File: config.mk
export PLATFORM = sky130hd
export DESIGN_NAME = trivium_keystream_generator_core
export DESIGN_NICKNAME = d
export VERILOG_FILES = /design/src/hw/rtl/triv_pkg.sv /design/src/hw/rtl/triv_state.sv /design/src/hw/rtl/triv_pack.sv /design/src/hw/rtl/triv_ctrl.sv /design/src/hw/rtl/trivium_keystream_generator_core.sv
export SDC_FILE = /design/constraint.sdc
export NUM_CORES = 1
export LEC_CHECK = 0
export BUFFER_PORTS_ARGS = -buffer_cell sky130_fd_sc_hd__buf_4
export CAP_MARGIN = 10
export CORE_ASPECT_RATIO = 2
export CORE_MARGIN = 2
export CORE_UTILIZATION = 45
export CTS_CLUSTER_DIAMETER = 80
export DETAILED_ROUTE_END_ITERATION = 8
export GPL_TIMING_DRIVEN = 0
export PLACE_DENSITY = 0.68
export SYNTH_ARGS = -nofsm -noshare
export SYNTH_HDL_FRONTEND = slang
export SYNTH_SLANG_ARGS = --single-unit
export TNS_END_PERCENT = 10
File: constraint.sdc
create_clock -name i_clk -period 10.2 [get_ports i_clk]
set_input_delay 2.04 -clock i_clk [delete_from_list [all_inputs] [get_ports i_clk]]
set_output_delay 2.04 -clock i_clk [all_outputs]
set_load 0.005 [all_outputs]
File: src/hw/rtl/triv_pkg.sv
// shared types and constants for the trivium keystream generator
// no dependencies

package triv_pkg;

    localparam int STATE_BITS    = 288;
    localparam int KEY_BITS      = 80;
    localparam int IV_BASE       = 93;
    localparam int WORD_W        = 64;
    localparam int BITS_W        = 7;
    localparam int CNT_W         = 11;
    localparam int CFG_IDX_W     = 2;
    localparam int OUT_TDATA_W   = 72;
    localparam int IN_TDATA_W    = 8;

    localparam logic [CNT_W-1:0]  WARMUP_ROUNDS = 11'd1152;
    localparam logic [BITS_W-1:0] MAX_WORD_BITS = 7'd64;
    localparam logic [CNT_W-1:0]  WORD_CYCLES   = 11'd64;

    localparam logic [CFG_IDX_W-1:0] CFG_KEY_LOW  = 2'd0;
    localparam logic [CFG_IDX_W-1:0] CFG_KEY_HIGH = 2'd1;
    localparam logic [CFG_IDX_W-1:0] CFG_IV_LOW   = 2'd2;
    localparam logic [CFG_IDX_W-1:0] CFG_IV_HIGH  = 2'd3;

    localparam logic REQ_RESTART  = 1'b0;
    localparam logic REQ_GENERATE = 1'b1;

    typedef enum logic [1:0] {
        ST_IDLE,
        ST_WARM,
        ST_GEN,
        ST_DONE
    } t_fsm;

    typedef struct packed {
        logic load;
        logic step;
        logic shift;
        logic clear;
        logic out_load;
    } t_ctl;

endpackage

File: src/hw/rtl/triv_state.sv
// 288-bit trivium state with key/iv registers, one round per step
// depends on triv_pkg

module triv_state
    import triv_pkg::*;
(
    input  logic                  i_clk,
    input  logic                  i_rst_n,
    input  logic                  i_cfg_wr_en,
    input  logic [CFG_IDX_W-1:0]  i_cfg_index,
    input  logic [WORD_W-1:0]     i_cfg_data,
    input  t_ctl                  i_ctl,
    output logic                  o_z
);

    logic [WORD_W-1:0]     r_key_low;
    logic [15:0]           r_key_high;
    logic [WORD_W-1:0]     r_iv_low;
    logic [15:0]           r_iv_high;
    logic [STATE_BITS-1:0] r_s;
    logic [STATE_BITS-1:0] n_s;
    logic [STATE_BITS-1:0] w_init;
    logic                  w_a;
    logic                  w_b;
    logic                  w_c;
    logic                  w_ta;
    logic                  w_tb;
    logic                  w_tc;

    always_ff @(posedge i_clk) begin
        if (!i_rst_n) begin
            r_key_low  <= '0;
            r_key_high <= '0;
            r_iv_low   <= '0;
            r_iv_high  <= '0;
        end else if (i_cfg_wr_en) begin
            unique case (i_cfg_index)
                CFG_KEY_LOW:  r_key_low  <= i_cfg_data;
                CFG_KEY_HIGH: r_key_high <= i_cfg_data[15:0];
                CFG_IV_LOW:   r_iv_low   <= i_cfg_data;
                CFG_IV_HIGH:  r_iv_high  <= i_cfg_data[15:0];
                default: ;
            endcase
        end
    end

    // key in bits 0..79, iv in 93..172, ones in 285..287
    assign w_init = {3'b111, 112'd0, r_iv_high, r_iv_low, 13'd0, r_key_high, r_key_low};

    assign w_ta = r_s[65] ^ r_s[92];
    assign w_tb = r_s[161] ^ r_s[176];
    assign w_tc = r_s[242] ^ r_s[287];
    assign o_z  = w_ta ^ w_tb ^ w_tc;
    assign w_a  = w_ta ^ (r_s[90] & r_s[91]) ^ r_s[170];
    assign w_b  = w_tb ^ (r_s[174] & r_s[175]) ^ r_s[263];
    assign w_c  = w_tc ^ (r_s[285] & r_s[286]) ^ r_s[68];

    always_comb begin
        n_s = r_s;
        if (i_ctl.load) begin
            n_s = w_init;
        end else if (i_ctl.step) begin
            n_s = {r_s[286:177], w_b, r_s[175:93], w_a, r_s[91:0], w_c};
        end
    end

    always_ff @(posedge i_clk) begin
        if (!i_rst_n) begin
            r_s <= '0;
        end else begin
            r_s <= n_s;
        end
    end

endmodule

File: src/hw/rtl/triv_pack.sv
// serial packer: shifts keystream bits into a word, then output register
// depends on triv_pkg

module triv_pack
    import triv_pkg::*;
(
    input  logic                   i_clk,
    input  logic                   i_rst_n,
    input  t_ctl                   i_ctl,
    input  logic                   i_z,
    input  logic [BITS_W-1:0]      i_bits,
    output logic                   o_out_free,
    output logic                   m_axis_tvalid,
    input  logic                   m_axis_tready,
    output logic [OUT_TDATA_W-1:0] m_axis_tdata
);

    logic [WORD_W-1:0]      r_word;
    logic [WORD_W-1:0]      n_word;
    logic                   r_valid;
    logic [OUT_TDATA_W-1:0] r_data;
    logic                   w_bit;

    assign w_bit = i_ctl.step & i_z;

    always_comb begin
        n_word = r_word;
        if (i_ctl.clear) begin
            n_word = '0;
        end else if (i_ctl.shift) begin
            n_word = {w_bit, r_word[WORD_W-1:1]};
        end
    end

    always_ff @(posedge i_clk) begin
        r_word <= n_word;
    end

    assign o_out_free = !r_valid || m_axis_tready;

    always_ff @(posedge i_clk) begin
        if (!i_rst_n) begin
            r_valid <= 1'b0;
        end else if (i_ctl.out_load) begin
            r_valid <= 1'b1;
        end else if (m_axis_tready) begin
            r_valid <= 1'b0;
        end
    end

    always_ff @(posedge i_clk) begin
        if (i_ctl.out_load) begin
            r_data <= {1'b0, i_bits, r_word};
        end
    end

    assign m_axis_tvalid = r_valid;
    assign m_axis_tdata  = r_data;

endmodule

File: src/hw/rtl/triv_ctrl.sv
// request sequencer: warm-up and generate round counting
// depends on triv_pkg

module triv_ctrl
    import triv_pkg::*;
(
    input  logic                  i_clk,
    input  logic                  i_rst_n,
    input  logic                  s_axis_tvalid,
    output logic                  s_axis_tready,
    input  logic [IN_TDATA_W-1:0] s_axis_tdata,
    input  logic                  s_axis_tuser,
    input  logic                  i_out_free,
    output t_ctl                  o_ctl,
    output logic [BITS_W-1:0]     o_bits
);

    t_fsm              r_state;
    t_fsm              n_state;
    logic [CNT_W-1:0]  r_cnt;
    logic [CNT_W-1:0]  n_cnt;
    logic [BITS_W-1:0] r_bits;
    logic [BITS_W-1:0] n_bits;
    logic [BITS_W-1:0] w_req_bits;
    logic              w_accept;

    assign w_accept = s_axis_tvalid && (r_state == ST_IDLE);

    always_comb begin
        w_req_bits = s_axis_tdata[BITS_W-1:0];
        if (w_req_bits == '0) begin
            w_req_bits = 7'd1;
        end else if (w_req_bits > MAX_WORD_BITS) begin
            w_req_bits = MAX_WORD_BITS;
        end
    end

    always_comb begin
        n_state = r_state;
        n_cnt   = r_cnt;
        n_bits  = r_bits;
        unique case (r_state)
            ST_IDLE: begin
                if (w_accept) begin
                    n_cnt = '0;
                    if (s_axis_tuser == REQ_RESTART) begin
                        n_bits  = '0;
                        n_state = ST_WARM;
                    end else begin
                        n_bits  = w_req_bits;
                        n_state = ST_GEN;
                    end
                end
            end
            ST_WARM: begin
                n_cnt = r_cnt + 1'b1;
                if (r_cnt == WARMUP_ROUNDS - 1'b1) begin
                    n_state = ST_DONE;
                end
            end
            ST_GEN: begin
                n_cnt = r_cnt + 1'b1;
                if (r_cnt == WORD_CYCLES - 1'b1) begin
                    n_state = ST_DONE;
                end
            end
            ST_DONE: begin
                if (i_out_free) begin
                    n_state = ST_IDLE;
                end
            end
            default: n_state = ST_IDLE;
        endcase
    end

    always_comb begin
        o_ctl          = '0;
        o_ctl.load     = w_accept && (s_axis_tuser == REQ_RESTART);
        o_ctl.clear    = w_accept;
        o_ctl.step     = (r_state == ST_WARM) ||
                         ((r_state == ST_GEN) &&
                          (r_cnt < {{(CNT_W-BITS_W){1'b0}}, r_bits}));
        o_ctl.shift    = (r_state == ST_GEN);
        o_ctl.out_load = (r_state == ST_DONE) && i_out_free;
    end

    always_ff @(posedge i_clk) begin
        if (!i_rst_n) begin
            r_state <= ST_IDLE;
            r_cnt   <= '0;
            r_bits  <= '0;
        end else begin
            r_state <= n_state;
            r_cnt   <= n_cnt;
            r_bits  <= n_bits;
        end
    end

    assign s_axis_tready = (r_state == ST_IDLE);
    assign o_bits        = r_bits;

endmodule

File: src/hw/rtl/trivium_keystream_generator_core.sv
// trivium keystream generator, top level: one round per cycle in warm-up or a generate step
// generate: bits shift in during ST_GEN, then load into the output register once it is free
// restart: load key/iv, then 1152 warm-up rounds, then the result is registered
// one request at a time: the next is taken once the result is registered
// synchronous active-low reset clears the state, the key/iv registers and control
// depends on triv_pkg, triv_state, triv_pack, triv_ctrl

module trivium_keystream_generator_core
    import triv_pkg::*;
(
    input  logic                   i_clk,
    input  logic                   i_rst_n,
    input  logic                   i_cfg_wr_en,
    input  logic [CFG_IDX_W-1:0]   i_cfg_index,
    input  logic [WORD_W-1:0]      i_cfg_data,
    input  logic                   s_axis_tvalid,
    output logic                   s_axis_tready,
    input  logic [IN_TDATA_W-1:0]  s_axis_tdata,  // bit_count[6:0], zero pad
    input  logic                   s_axis_tuser,  // req_type
    output logic                   m_axis_tvalid,
    input  logic                   m_axis_tready,
    output logic [OUT_TDATA_W-1:0] m_axis_tdata   // keystream_word[63:0], word_bits[70:64], pad
);

    t_ctl              w_ctl;
    logic [BITS_W-1:0] w_bits;
    logic              w_z;
    logic              w_out_free;

    triv_ctrl u_ctrl (
        .i_clk         (i_clk),
        .i_rst_n       (i_rst_n),
        .s_axis_tvalid (s_axis_tvalid),
        .s_axis_tready (s_axis_tready),
        .s_axis_tdata  (s_axis_tdata),
        .s_axis_tuser  (s_axis_tuser),
        .i_out_free    (w_out_free),
        .o_ctl         (w_ctl),
        .o_bits        (w_bits)
    );

    triv_state u_state (
        .i_clk       (i_clk),
        .i_rst_n     (i_rst_n),
        .i_cfg_wr_en (i_cfg_wr_en),
        .i_cfg_index (i_cfg_index),
        .i_cfg_data  (i_cfg_data),
        .i_ctl       (w_ctl),
        .o_z         (w_z)
    );

    triv_pack u_pack (
        .i_clk         (i_clk),
        .i_rst_n       (i_rst_n),
        .i_ctl         (w_ctl),
        .i_z           (w_z),
        .i_bits        (w_bits),
        .o_out_free    (w_out_free),
        .m_axis_tvalid (m_axis_tvalid),
        .m_axis_tready (m_axis_tready),
        .m_axis_tdata  (m_axis_tdata)
    );

endmodule
==> run metrics, run 1 <==
setup bufs post-CTS 0; DPL Wire Length 46,000 um; register bit total from synthesis 604; Slew headroom between 10% and 20%; Peak VDD IR 0.199 mV; Hold-fix buffers, CTS 0; core area 51,800 sq um; met3 Track Usage GR between 2 and 3%; vias 20,000; FFs w/ async S/R, synth 0%; Die X 166 um; 1st-iter DRT viols approximately 1,300; Max Cap Violations 0; CP arrival about 4.4 ns; Die Y-Extent approximately 330 um; Detailed Routing Iterations Pass 1 6; Routed WL 62,500 um; worst min path class flop to flop; Final Total Pwr 6.27 mW; Sum Neg Setup Slack 0 ns; largest net degree at the start of global routing 38; first-pass GRT wire length 99,800 um; number of routed nets with antenna violations 0; grt met2 use 44.6%; synthesis-to-layout area growth 16.1%; fillers 4,728; most common cell after layout, fill and taps aside dfxtp_1; post-synthesis instance area 23,600 sq um; Leak 9.19 nW; register area share after synthesis between 50% and 60%; Nets ~2,900; Yosys cell types 50; die area between 50,000 and 60,000 sq um; Startpoint Class input port; Finished Core Util between 50% and 60%; Initial Util ~45%; most frequent cells in the layout dfxtp_1, o21ai_0, nand2_1, nand3_1, a21boi_0; Main synth FF type dfxtp_1; detailed-route vias per instance 5.64; Crit-path slowest cell clkbuf_1; CTS Buf Count 52; clock sink total 604; Worst R2R Path Depth 8; min Tclk post-route 3.84 ns; # IOs 154; Worst Max-Slew Pin Slew 1.22 ns; Warnings, synthesis 0; share of cells above drive strength 1 10.7%; synthesized net count 2,730; critical path data required time 10.71 ns; Hold Path Stages 0; vias in the first global route 20,000; Core Rows between 100 and 150; outcome finished, final reports clean; final instance area 27,400 sq um; busiest layer in global routing met2; WL/cell 17.6 um; worst skew pair latency 0.60 ns; TritonCTS clock tree built; H-tree depth 2; PortBufs 150; Post-route DRC 0; routability cong. 0.901; fmax 0.261 GHz; clk_skew roughly 0.022 ns; Critical Path Sink Type flop; placed inst area roughly 26,000 sq um; post-CTS sizing 0; Clock Tree Buf Depth 3; cell area power density 229 nW/um^2; Final Hold Vio Count 0; Max Slew Vio Count 0; unrepaired setup endpoints after global routing false; Synth Instances 2,639; max incr delay on CP 0.96 ns; GRT met1 Usage 21.6%; initial antenna violation count 1; Avg Cell Area, Syn 8.93 sq um; crit path cell chain clkbuf_1 -> clkbuf_1 -> clkbuf_1 -> a21boi_0; largest fanout on the critical path 10; EDFF count, synth 71; Setup violations, final 0; Final period util 37.6%; crit-path most repeated cell clkbuf_1; global-route usage over all layers 22.3%; Root Driver clkbuf_16; Reg clk slew, reported paths around 0.070 ns; grt ovf 0; ANT cells 0; Hold WS 0.438 ns; Setup CP Type input port to flop
final cells by class:
type	instances	area, sq um	area share (%)
buffer	264	1170	4.27
clock buffer	68	1440	5.27
clock inverter	26	375	1.37
inverter	10	37.5	0.137
multi-input combinational	1761	9560	34.9
sequential	604	12800	46.8
tap	660	826	3.02
timing repair buffer	151	1150	4.19
cells in the mapped netlist (all sizes together) (2+ instances only):
| library cell | instances | area (sq um) |
|---|---|---|
| and2 | 4 | 25.0 |
| mux2i | 65 | 651 |
| nand3 | 293 | 1470 |
| a22oi | 6 | 45.0 |
| a41o | 2 | 20.0 |
| xnor2 | 10 | 87.6 |
| and3 | 2 | 12.5 |
| o311a | 3 | 30.0 |
| o2111ai | 3 | 32.5 |
| inv | 9 | 33.8 |
| nand2b | 2 | 12.5 |
| a21oi | 128 | 641 |
| nand4 | 2 | 12.5 |
| o21ai | 446 | 2230 |
| buf | 113 | 601 |
| xor2 | 8 | 70.1 |
| nor2b | 10 | 62.6 |
| or4 | 4 | 30.0 |
| a31oi | 158 | 988 |
| o211a | 2 | 20.0 |
| o211ai | 2 | 15.0 |
| or3 | 2 | 12.5 |
| nor2 | 75 | 282 |
| a211oi | 2 | 20.0 |
| edfxtp | 71 | 2130 |
| ha | 11 | 138 |
| a21boi | 162 | 1220 |
| nor3b | 3 | 22.5 |
| clkbuf | 151 | 567 |
| nand2 | 342 | 1280 |
| dfxtp | 533 | 10700 |
| nor3 | 4 | 25.0 |
flip-flops by register name, summed over array words and instances, names as in the netlist:
| signal | flops |
|---|---|
| u_state.r_key_low | 64 |
| u_pack.m_axis_tvalid | 1 |
| u_state.r_key_high | 16 |
| u_ctrl.r_cnt | 11 |
| u_ctrl.r_state | 2 |
| u_pack.m_axis_tdata | 71 |
| u_pack.r_word | 64 |
| u_ctrl.o_bits | 7 |
| u_state.r_iv_high | 16 |
| u_state.r_s | 288 |
| u_state.r_iv_low | 64 |
path summary, 6_finish.rpt:
check	slack [ns]	startpoint	end
max	6.36	i_rst_n	u_state.r_iv_low[5]$_SDFFE_PN0P_
min	0.44	u_pack.r_word[0]$_SDFFE_PP0P_	u_pack.m_axis_tdata[0]$_DFFE_PP_
max reg2reg	7.28	u_ctrl.r_state[1]$_SDFFE_PN0P_	u_state.r_s[23]$_SDFFE_PN0P_
min reg2reg	0.44	u_pack.r_word[0]$_SDFFE_PP0P_	u_pack.m_axis_tdata[0]$_DFFE_PP_
logic make-up after synthesis:
family,after synthesis,synth area share (%)
other,1,0.0159
AOI/OAI and AO/OA,919,22.6
adders and majority gates,11,0.584
xor gates and xnor gates,18,0.669
and+or+nand+nor,747,13.9
DFF,604,54.3
buffers and inverters,274,5.11
muxes,65,2.76
stage by stage:
stage / setup slack (ns) / std cells
floorplan: 4.43 / 2639
global placement: 3.25 / 3449
detailed placement: 5.76 / 3450
CTS: 6.36 / 3544
global route: 6.30 / 3544
finish: 6.36 / 3544
metal layers:
layer,up-vias,wire [um]
li1,9735,-
met2,574,33900
met5,-,18
met1,9524,22300
met3,163,2640
met4,2,3600
report_power, final:
group          internal (mW)  switching [mW]  total [mW]  leakage (nW)
clock                   1.23           0.899        2.13         0.893
sequential              2.61           0.100        2.71          4.99
combinational          0.430            1.00        1.43          3.31
total                   4.27            2.00        6.27          9.19
worst max-delay path, delay by kind of cell:
family | cells | cell delay [ns]
buffers and inverters | 3 | 2.01
AOI/OAI and AO/OA | 1 | 0.28
No activity file was read; power rests on OpenSTA's default activity.
==> run 2, diff against run 1 <==
--- a/config.mk
+++ b/config.mk
@@ -13,7 +13,7 @@
 export CTS_CLUSTER_DIAMETER = 80
 export DETAILED_ROUTE_END_ITERATION = 8
 export GPL_TIMING_DRIVEN = 0
-export PLACE_DENSITY = 0.68
+export PLACE_DENSITY = 0.71
 export SYNTH_ARGS = -nofsm -noshare
 export SYNTH_HDL_FRONTEND = slang
 export SYNTH_SLANG_ARGS = --single-unit
==> constraint.sdc (replaced) <==
create_clock -name i_clk -period 3.2 [get_ports i_clk]
set_input_delay 0.64 -clock i_clk [delete_from_list [all_inputs] [get_ports i_clk]]
set_output_delay 0.64 -clock i_clk [all_outputs]
set_load 0.005 [all_outputs]
==> run 2 against run 1 <==
Sequential power rose to 3.2 times the previous value. Global-route usage down 0.33 points. Via count up 0.15%. Largest power group unchanged. Highest routed layer unchanged.
==> run metrics, run 2 (synthesis results as in run 1) <==
Setup CP Type flop to flop (was input port to flop); GRT met1 Usage 21.7% (was 21.6%); global-route usage over all layers 22.0% (was 22.3%); Leak 9.14 nW (was 9.19 nW); worst reg2reg startpoint u_ctrl.r_state[1]$_SDFFE_PN0P_ (unchanged); fillers 4,753 (was 4,728); ANT cells 0 (unchanged); unrepaired setup endpoints after global routing false (unchanged); Worst Max-Slew Pin Slew 1.17 ns (was 1.22 ns); Final Total Pwr 19.7 mW (was 6.27 mW); setup bufs post-CTS 0 (unchanged); H-tree depth 2 (unchanged); Detailed Routing Iterations Pass 1 6 (unchanged); Startpoint Class flop (was input port); worst skew pair latency 0.58 ns (was 0.60 ns); Max Slew Vio Count 0 (unchanged); post-CTS sizing 0 (unchanged); Routed WL 62,100 um (was 62,500 um); largest fanout on the critical path 10 (unchanged); number of flip-flops in the largest register 288 (unchanged); Slew headroom 22.0% (was 18.9%); Setup violations, final 0 (unchanged); Core Rows 118 (unchanged); crit path cell chain inv_1 -> ha_1 -> clkbuf_1 -> clkinv_1 -> clkbuf_1 -> buf_1 -> nand3_1 -> a31oi_1 (was clkbuf_1 -> clkbuf_1 -> clkbuf_1 -> a21boi_0); Die X 166 um (unchanged); Hold-fix buffers, CTS 0 (unchanged); Root Driver clkbuf_16 (unchanged); min Tclk post-route 2.92 ns; grt met2 use 42.3% (was 44.6%); most common cell after layout, fill and taps aside dfxtp_1 (unchanged); RR Endpoint u_state.r_s[23]$_SDFFE_PN0P_ (unchanged); CTS Buf Count 50 (was 52); max incr delay on CP 0.52 ns (was 0.96 ns); Die Y-Extent 328 um (unchanged); critical path data required time 3.64 ns (was 10.71 ns); Hold Path Stages 3 (was 0); Crit-path slowest cell clkbuf_1 (unchanged); TritonCTS clock tree built (unchanged); detailed-route vias per instance 5.65 (was 5.64); Critical Path Sink Type flop (unchanged); Peak VDD IR 0.571 mV (was 0.199 mV); vias in the first global route 20,200 (was 20,000); clock sink total 604 (unchanged); die area 54,300 sq um (unchanged); initial antenna violation count 1 (unchanged); non-filler instance count after layout 3,543 (was 3,544); number of routed nets with antenna violations 0 (unchanged); first-pass GRT wire length 98,900 um (was 99,800 um); DPL Wire Length 45,500 um (was 46,000 um); clk_skew 0.0128 ns (was 0.0216 ns); Placed Cells 3,450 (unchanged); WL/cell 17.5 um (was 17.6 um); Hold WS 0.325 ns (was 0.438 ns); crit-path most repeated cell clkbuf_1 (unchanged); Final period util 91.3%; worst min path class input port to flop (was flop to flop); Post-route DRC 0 (unchanged); hold endpoint u_state.r_iv_low[34]$_SDFFE_PN0P_ (was u_pack.m_axis_tdata[0]$_DFFE_PP_); fmax approximately 0.34 GHz; Max Cap Violations 0 (unchanged); 1st-iter DRT viols 1,505 (was 1,298); Final Hold Vio Count 0 (unchanged); most frequent cells in the layout dfxtp_1, o21ai_0, nand2_1, nand3_1, clkbuf_1 (was dfxtp_1, o21ai_0, nand2_1, nand3_1, a21boi_0); register name with the most flops u_state.r_s (unchanged); vias 20,000 (about the same); Hold Crit Start i_cfg_data[34] (was u_pack.r_word[0]$_SDFFE_PP0P_); cell area power density 721 nW/um^2 (was 229 nW/um^2); share of cells above drive strength 1 10.5% (was 10.7%); routability cong. 0.922 (was 0.901); CP arrival 3.36 ns (was 4.35 ns); # IOs 154 (unchanged); final instance area 27,300 sq um (was 27,400 sq um); Worst R2R Path Depth 8 (unchanged); outcome finished, final reports clean (unchanged); grt ovf 0 (unchanged); met3 Track Usage GR 2.92% (was 2.86%); Reg clk slew, reported paths 0.07 ns (about the same); placed inst area 25,500 sq um (unchanged); Initial Util 45.5% (unchanged); Clock Tree Buf Depth 3 (unchanged); largest net degree at the start of global routing 38 (unchanged); Nets 2,933 (was 2,935); core area 51,800 sq um (unchanged); r2r setup slk 0.28 ns (was 7.28 ns); PortBufs 150 (unchanged); busiest layer in global routing met2 (unchanged); synthesis-to-layout area growth 15.7% (was 16.1%)
-- run 2: how the worst max path moves through the flow --
stage,from,slack [ns],end,cells after the start
floorplan,m_axis_tready,0.21,u_pack.m_axis_tdata[0]$_DFFE_PP_,2
global placement,m_axis_tready,-0.53,u_pack.m_axis_tdata[19]$_DFFE_PP_,3
detailed placement,i_rst_n,0.23,u_state.r_iv_low[6]$_SDFFE_PN0P_,4
CTS,u_ctrl.r_state[1]$_SDFFE_PN0P_,0.27,u_state.r_s[23]$_SDFFE_PN0P_,8
global route,u_ctrl.r_state[1]$_SDFFE_PN0P_,0.15,u_state.r_s[149]$_SDFFE_PN0P_,8
finish,u_ctrl.r_state[1]$_SDFFE_PN0P_,0.28,u_state.r_s[23]$_SDFFE_PN0P_,8
-- run 2: cell type report --
cell class / count / area (sq um) / share of cell area (%)
Sequential cell: 604 / 12800 / 47.0
Timing Repair Buffer: 151 / 1150 / 4.20
Multi-Input combinational cell: 1761 / 9560 / 35.1
Buffer: 264 / 1170 / 4.28
Tap cell: 660 / 826 / 3.03
Clock buffer: 73 / 1470 / 5.40
Clock inverter: 20 / 250 / 0.918
Inverter: 10 / 37.5 / 0.138
-- run 2: critical path: cells and delay by family (launching register included) --
kind | cells | cell delay (ns)
AOI/OAI and AO/OA | 1 | 0.11
adders and majority gates | 1 | 0.31
buffers and inverters | 5 | 1.76
DFF | 1 | 0.34
and+or+nand+nor | 1 | 0.25
-- run 2: metal layers --
layer	share of wire (%)	vias up
met5	0.029	-
met4	6.7	2
met3	4.7	200
met2	53	606
met1	36	9476
li1	-	9743
-- run 2: stage by stage --
stage                     setup WS, ns  util (%)  TNS (ns)
after global routing             0.147      52.6         0
after detailed placement         0.233      49.3         0
after global placement          -0.529      49.2    -37.20
after CTS                        0.272      52.6         0
final                            0.277      52.6         0
after floorplan                  0.210         -         0
-- run 2: power breakdown --
group	switching [mW]	leakage (nW)	total, mW	internal [mW]
Sequential	0.328	4.99	8.65	8.32
Clock	2.77	0.841	6.44	3.68
Combinational	3.19	3.31	4.56	1.37
Total	6.28	9.14	19.7	13.4
==> run 3, diff against run 2 <==
--- a/config.mk
+++ b/config.mk
@@ -14,6 +14,7 @@
 export DETAILED_ROUTE_END_ITERATION = 8
 export GPL_TIMING_DRIVEN = 0
 export PLACE_DENSITY = 0.71
+export REMOVE_ABC_BUFFERS = 1
 export SYNTH_ARGS = -nofsm -noshare
 export SYNTH_HDL_FRONTEND = slang
 export SYNTH_SLANG_ARGS = --single-unit
==> run 3 against run 2 <==
Register-to-register slack worse by 0.04 ns. Critical path type unchanged. Sequential cell count stayed put. Largest power group unchanged. Critical path depth is 1 higher. First-iteration DRC count increased by 18%. Combinational power fell by 1%. Largest cell class unchanged.
==> run metrics, run 3 (synthesis results as in run 1) <==
outcome finished, final reports clean (unchanged); Setup CP Type flop to flop (unchanged); crit-path most repeated cell buf_16 (was clkbuf_1); CP arrival 3.48 ns (was 3.36 ns); die area 54,300 sq um (unchanged); share of cells above drive strength 1 11.1% (was 10.5%); ANT cells 0 (unchanged); number of routed nets with antenna violations 0 (unchanged); fillers 4,652 (was 4,753); fmax 0.338 GHz (was 0.342 GHz); largest fanout on the critical path 86 (was 10); first-pass GRT wire length 89,100 um (was 98,900 um); Reg clk slew, reported paths 0.07 ns (about the same); Initial Util 45.5% (unchanged); worst skew pair latency 0.60 ns (was 0.58 ns); critical path data required time 3.72 ns (was 3.64 ns); vias in the first global route 18,300 (was 20,200); DPL Wire Length 31,600 um (was 45,500 um); Hold WS 0.299 ns (was 0.325 ns); number of flip-flops in the largest register 288 (unchanged); Die Y-Extent 328 um (unchanged); Worst R2R Path Depth 9 (was 8); CTS Buf Count 52 (was 50); Worst Max-Slew Pin Slew 1.23 ns (was 1.17 ns); clk_skew 0.0440 ns (was 0.0128 ns); routability cong. 0.751 (was 0.922); r2r setup slk 0.24 ns (was 0.28 ns); Final period util 92.5% (was 91.3%); worst min path class input port to flop (unchanged); Finished Core Util 52.4% (was 52.6%); register name with the most flops u_state.r_s (unchanged); synthesis-to-layout area growth 15.3% (was 15.7%); Nets 2,712 (was 2,933); core area 51,800 sq um (unchanged); Detailed Routing Iterations Pass 1 8 (was 6); Routed WL 54,500 um (was 62,100 um); crit path cell chain inv_1 -> ha_1 -> a21oi_1 -> o2111ai_4 -> a41o_4 -> buf_16 -> buf_16 -> nand3_1 -> a31oi_1 (was inv_1 -> ha_1 -> clkbuf_1 -> clkinv_1 -> clkbuf_1 -> buf_1 -> nand3_1 -> a31oi_1); H-tree depth 2 (unchanged); clock power share 34.0% (was 32.8%); hold endpoint u_state.r_key_low[32]$_SDFFE_PN0P_ (was u_state.r_iv_low[34]$_SDFFE_PN0P_); Hold Path Stages 3 (unchanged); area of the multi-input gates 9670 sq um (was 9560 sq um); Crit-path slowest cell ha_1 (was clkbuf_1); Sw Share 31.4% (was 32.0%); Max Slew Vio Count 0 (unchanged); PortBufs 151 (was 150); initial antenna violation count 2 (was 1); Int Pwr 13.7 mW (was 13.4 mW); max incr delay on CP 0.50 ns (was 0.52 ns); NetSw 6.25 mW (was 6.28 mW); Final Hold Vio Count 0 (unchanged); min Tclk post-route 2.96 ns (was 2.92 ns); grt ovf 0 (unchanged); Gate power share 22.6% (was 23.2%); global-route usage over all layers 18.9% (was 22.0%); 1st-iter DRT viols 1,770 (was 1,505); Startpoint Class flop (unchanged); vias 19,200 (was 20,000); TritonCTS clock tree built (unchanged); Max Cap Violations 0 (unchanged); most common cell after layout, fill and taps aside dfxtp_1 (unchanged); detailed-route vias per instance 5.77 (was 5.65); # IOs 154 (unchanged); Root Driver clkbuf_16 (unchanged); Leak 9.09 nW (was 9.14 nW); register area 12,800 sq um (unchanged); WL/cell 16.4 um (was 17.5 um); clock sink total 604 (unchanged); unrepaired setup endpoints after global routing false (unchanged); cell area power density 734 nW/um^2 (was 721 nW/um^2); Core Rows 118 (unchanged); Sequential Power Share 43.4% (was 44.0%); Critical Path Sink Type flop (unchanged); Slew headroom 17.4% (was 22.0%); Setup violations, final 0 (unchanged); Post-route DRC 0 (unchanged); Peak VDD IR 0.834 mV (was 0.571 mV); largest net degree at the start of global routing 199 (was 38); RR Endpoint u_state.r_s[117]$_SDFFE_PN0P_ (was u_state.r_s[23]$_SDFFE_PN0P_); Clock Tree Buf Depth 3 (unchanged); Die X 166 um (unchanged); worst reg2reg startpoint u_ctrl.o_bits[4]$_SDFFE_PN0P_ (was u_ctrl.r_state[1]$_SDFFE_PN0P_); most frequent cells in the layout dfxtp_1, o21ai_0, nand2_1, nand3_1, a21boi_0 (was dfxtp_1, o21ai_0, nand2_1, nand3_1, clkbuf_1); Hold Crit Start i_cfg_data[32] (was i_cfg_data[34])
## run 3: cell types whose count changed in the layout (fill, tap and decap cells not counted), moves of 3 or more
| cell | previous run | this run |
|---|---|---|
| buf_12 | 1 | 12 |
| buf_4 | 154 | 151 |
| buf_8 | 0 | 5 |
| clkbuf_1 | 164 | 8 |
| inv_6 | 0 | 3 |
| clkinv_2 | 8 | 5 |
| buf_6 | 13 | 4 |
| buf_2 | 51 | 0 |
| buf_16 | 0 | 17 |
| clkbuf_8 | 7 | 11 |
| buf_1 | 45 | 0 |
## run 3: how the worst max path moves through the flow
stage                                               end                           start
after floorplan           u_state.r_s[100]$_SDFFE_PN0P_  u_ctrl.r_state[1]$_SDFFE_PN0P_
after global placement     u_state.r_s[20]$_SDFFE_PN0P_  u_ctrl.r_state[1]$_SDFFE_PN0P_
after detailed placement    u_state.r_s[0]$_SDFFE_PN0P_                         i_rst_n
after CTS                   u_state.r_s[0]$_SDFFE_PN0P_  u_ctrl.r_state[1]$_SDFFE_PN0P_
after global routing       u_state.r_s[71]$_SDFFE_PN0P_   u_ctrl.o_bits[4]$_SDFFE_PN0P_
final                     u_state.r_s[117]$_SDFFE_PN0P_   u_ctrl.o_bits[4]$_SDFFE_PN0P_
## run 3: what timing repair did
action	in CTS	in global routing
hold buffers	0	0
gates resized for setup	0	2
setup buffers	0	3
setup endpoints to repair	0	182
## run 3: cell type report
class / count / area share, %
flip-flops and latches: 604 / 47.1
multi-input cells: 1764 / 35.6
repair buffers: 189 / 7.22
clock buffers: 72 / 5.55
well taps: 660 / 3.04
clock inverters: 25 / 1.31
inverters: 10 / 0.157
## run 3: routing by layer
metal	global-route usage, %	vias to the layer above	share of wire [%]	wire (um)
li1	-	9298	-	-
met1	22.6	9254	41	22400
met2	34.8	541	51	28000
met3	2.91	97	5.4	2930
met4	5.71	2	2.4	1290
met5	0	-	0.024	13
## run 3: per-stage QoR
stage	setup slack [ns]	power [mW]	cell area [sq um]	setup TNS [ns]	cells
after floorplan	-8.69	11.4	22400	-2642.53	2375
after global placement	-16.06	11.8	24300	-5132.69	3186
after detailed placement	0.155	13.1	25200	0	3221
after CTS	0.146	19.9	27100	0	3318
after global routing	0.0396	20.8	27200	0	3324
final	0.239	19.9	27200	0	3324
## run 3: critical path: cells and delay by family (launching register included)
kind | cells | cell delay, ns
compound gates | 4 | 1.10
buf+inv | 3 | 0.67
fa+ha+maj | 1 | 0.50
flops | 1 | 0.36
simple gates | 1 | 0.13
## run 3: power by group through the flow
stage | logic [mW] | clock network [mW] | registers [mW]
2_1_floorplan | 2.69 | 0 | 8.72
3_3_place_gp | 3.03 | 0 | 8.78
3_5_place_dp | 4.35 | 0 | 8.79
4_1_cts | 4.37 | 6.91 | 8.63
5_1_grt | 4.93 | 7.19 | 8.70
6_report | 4.51 | 6.78 | 8.64
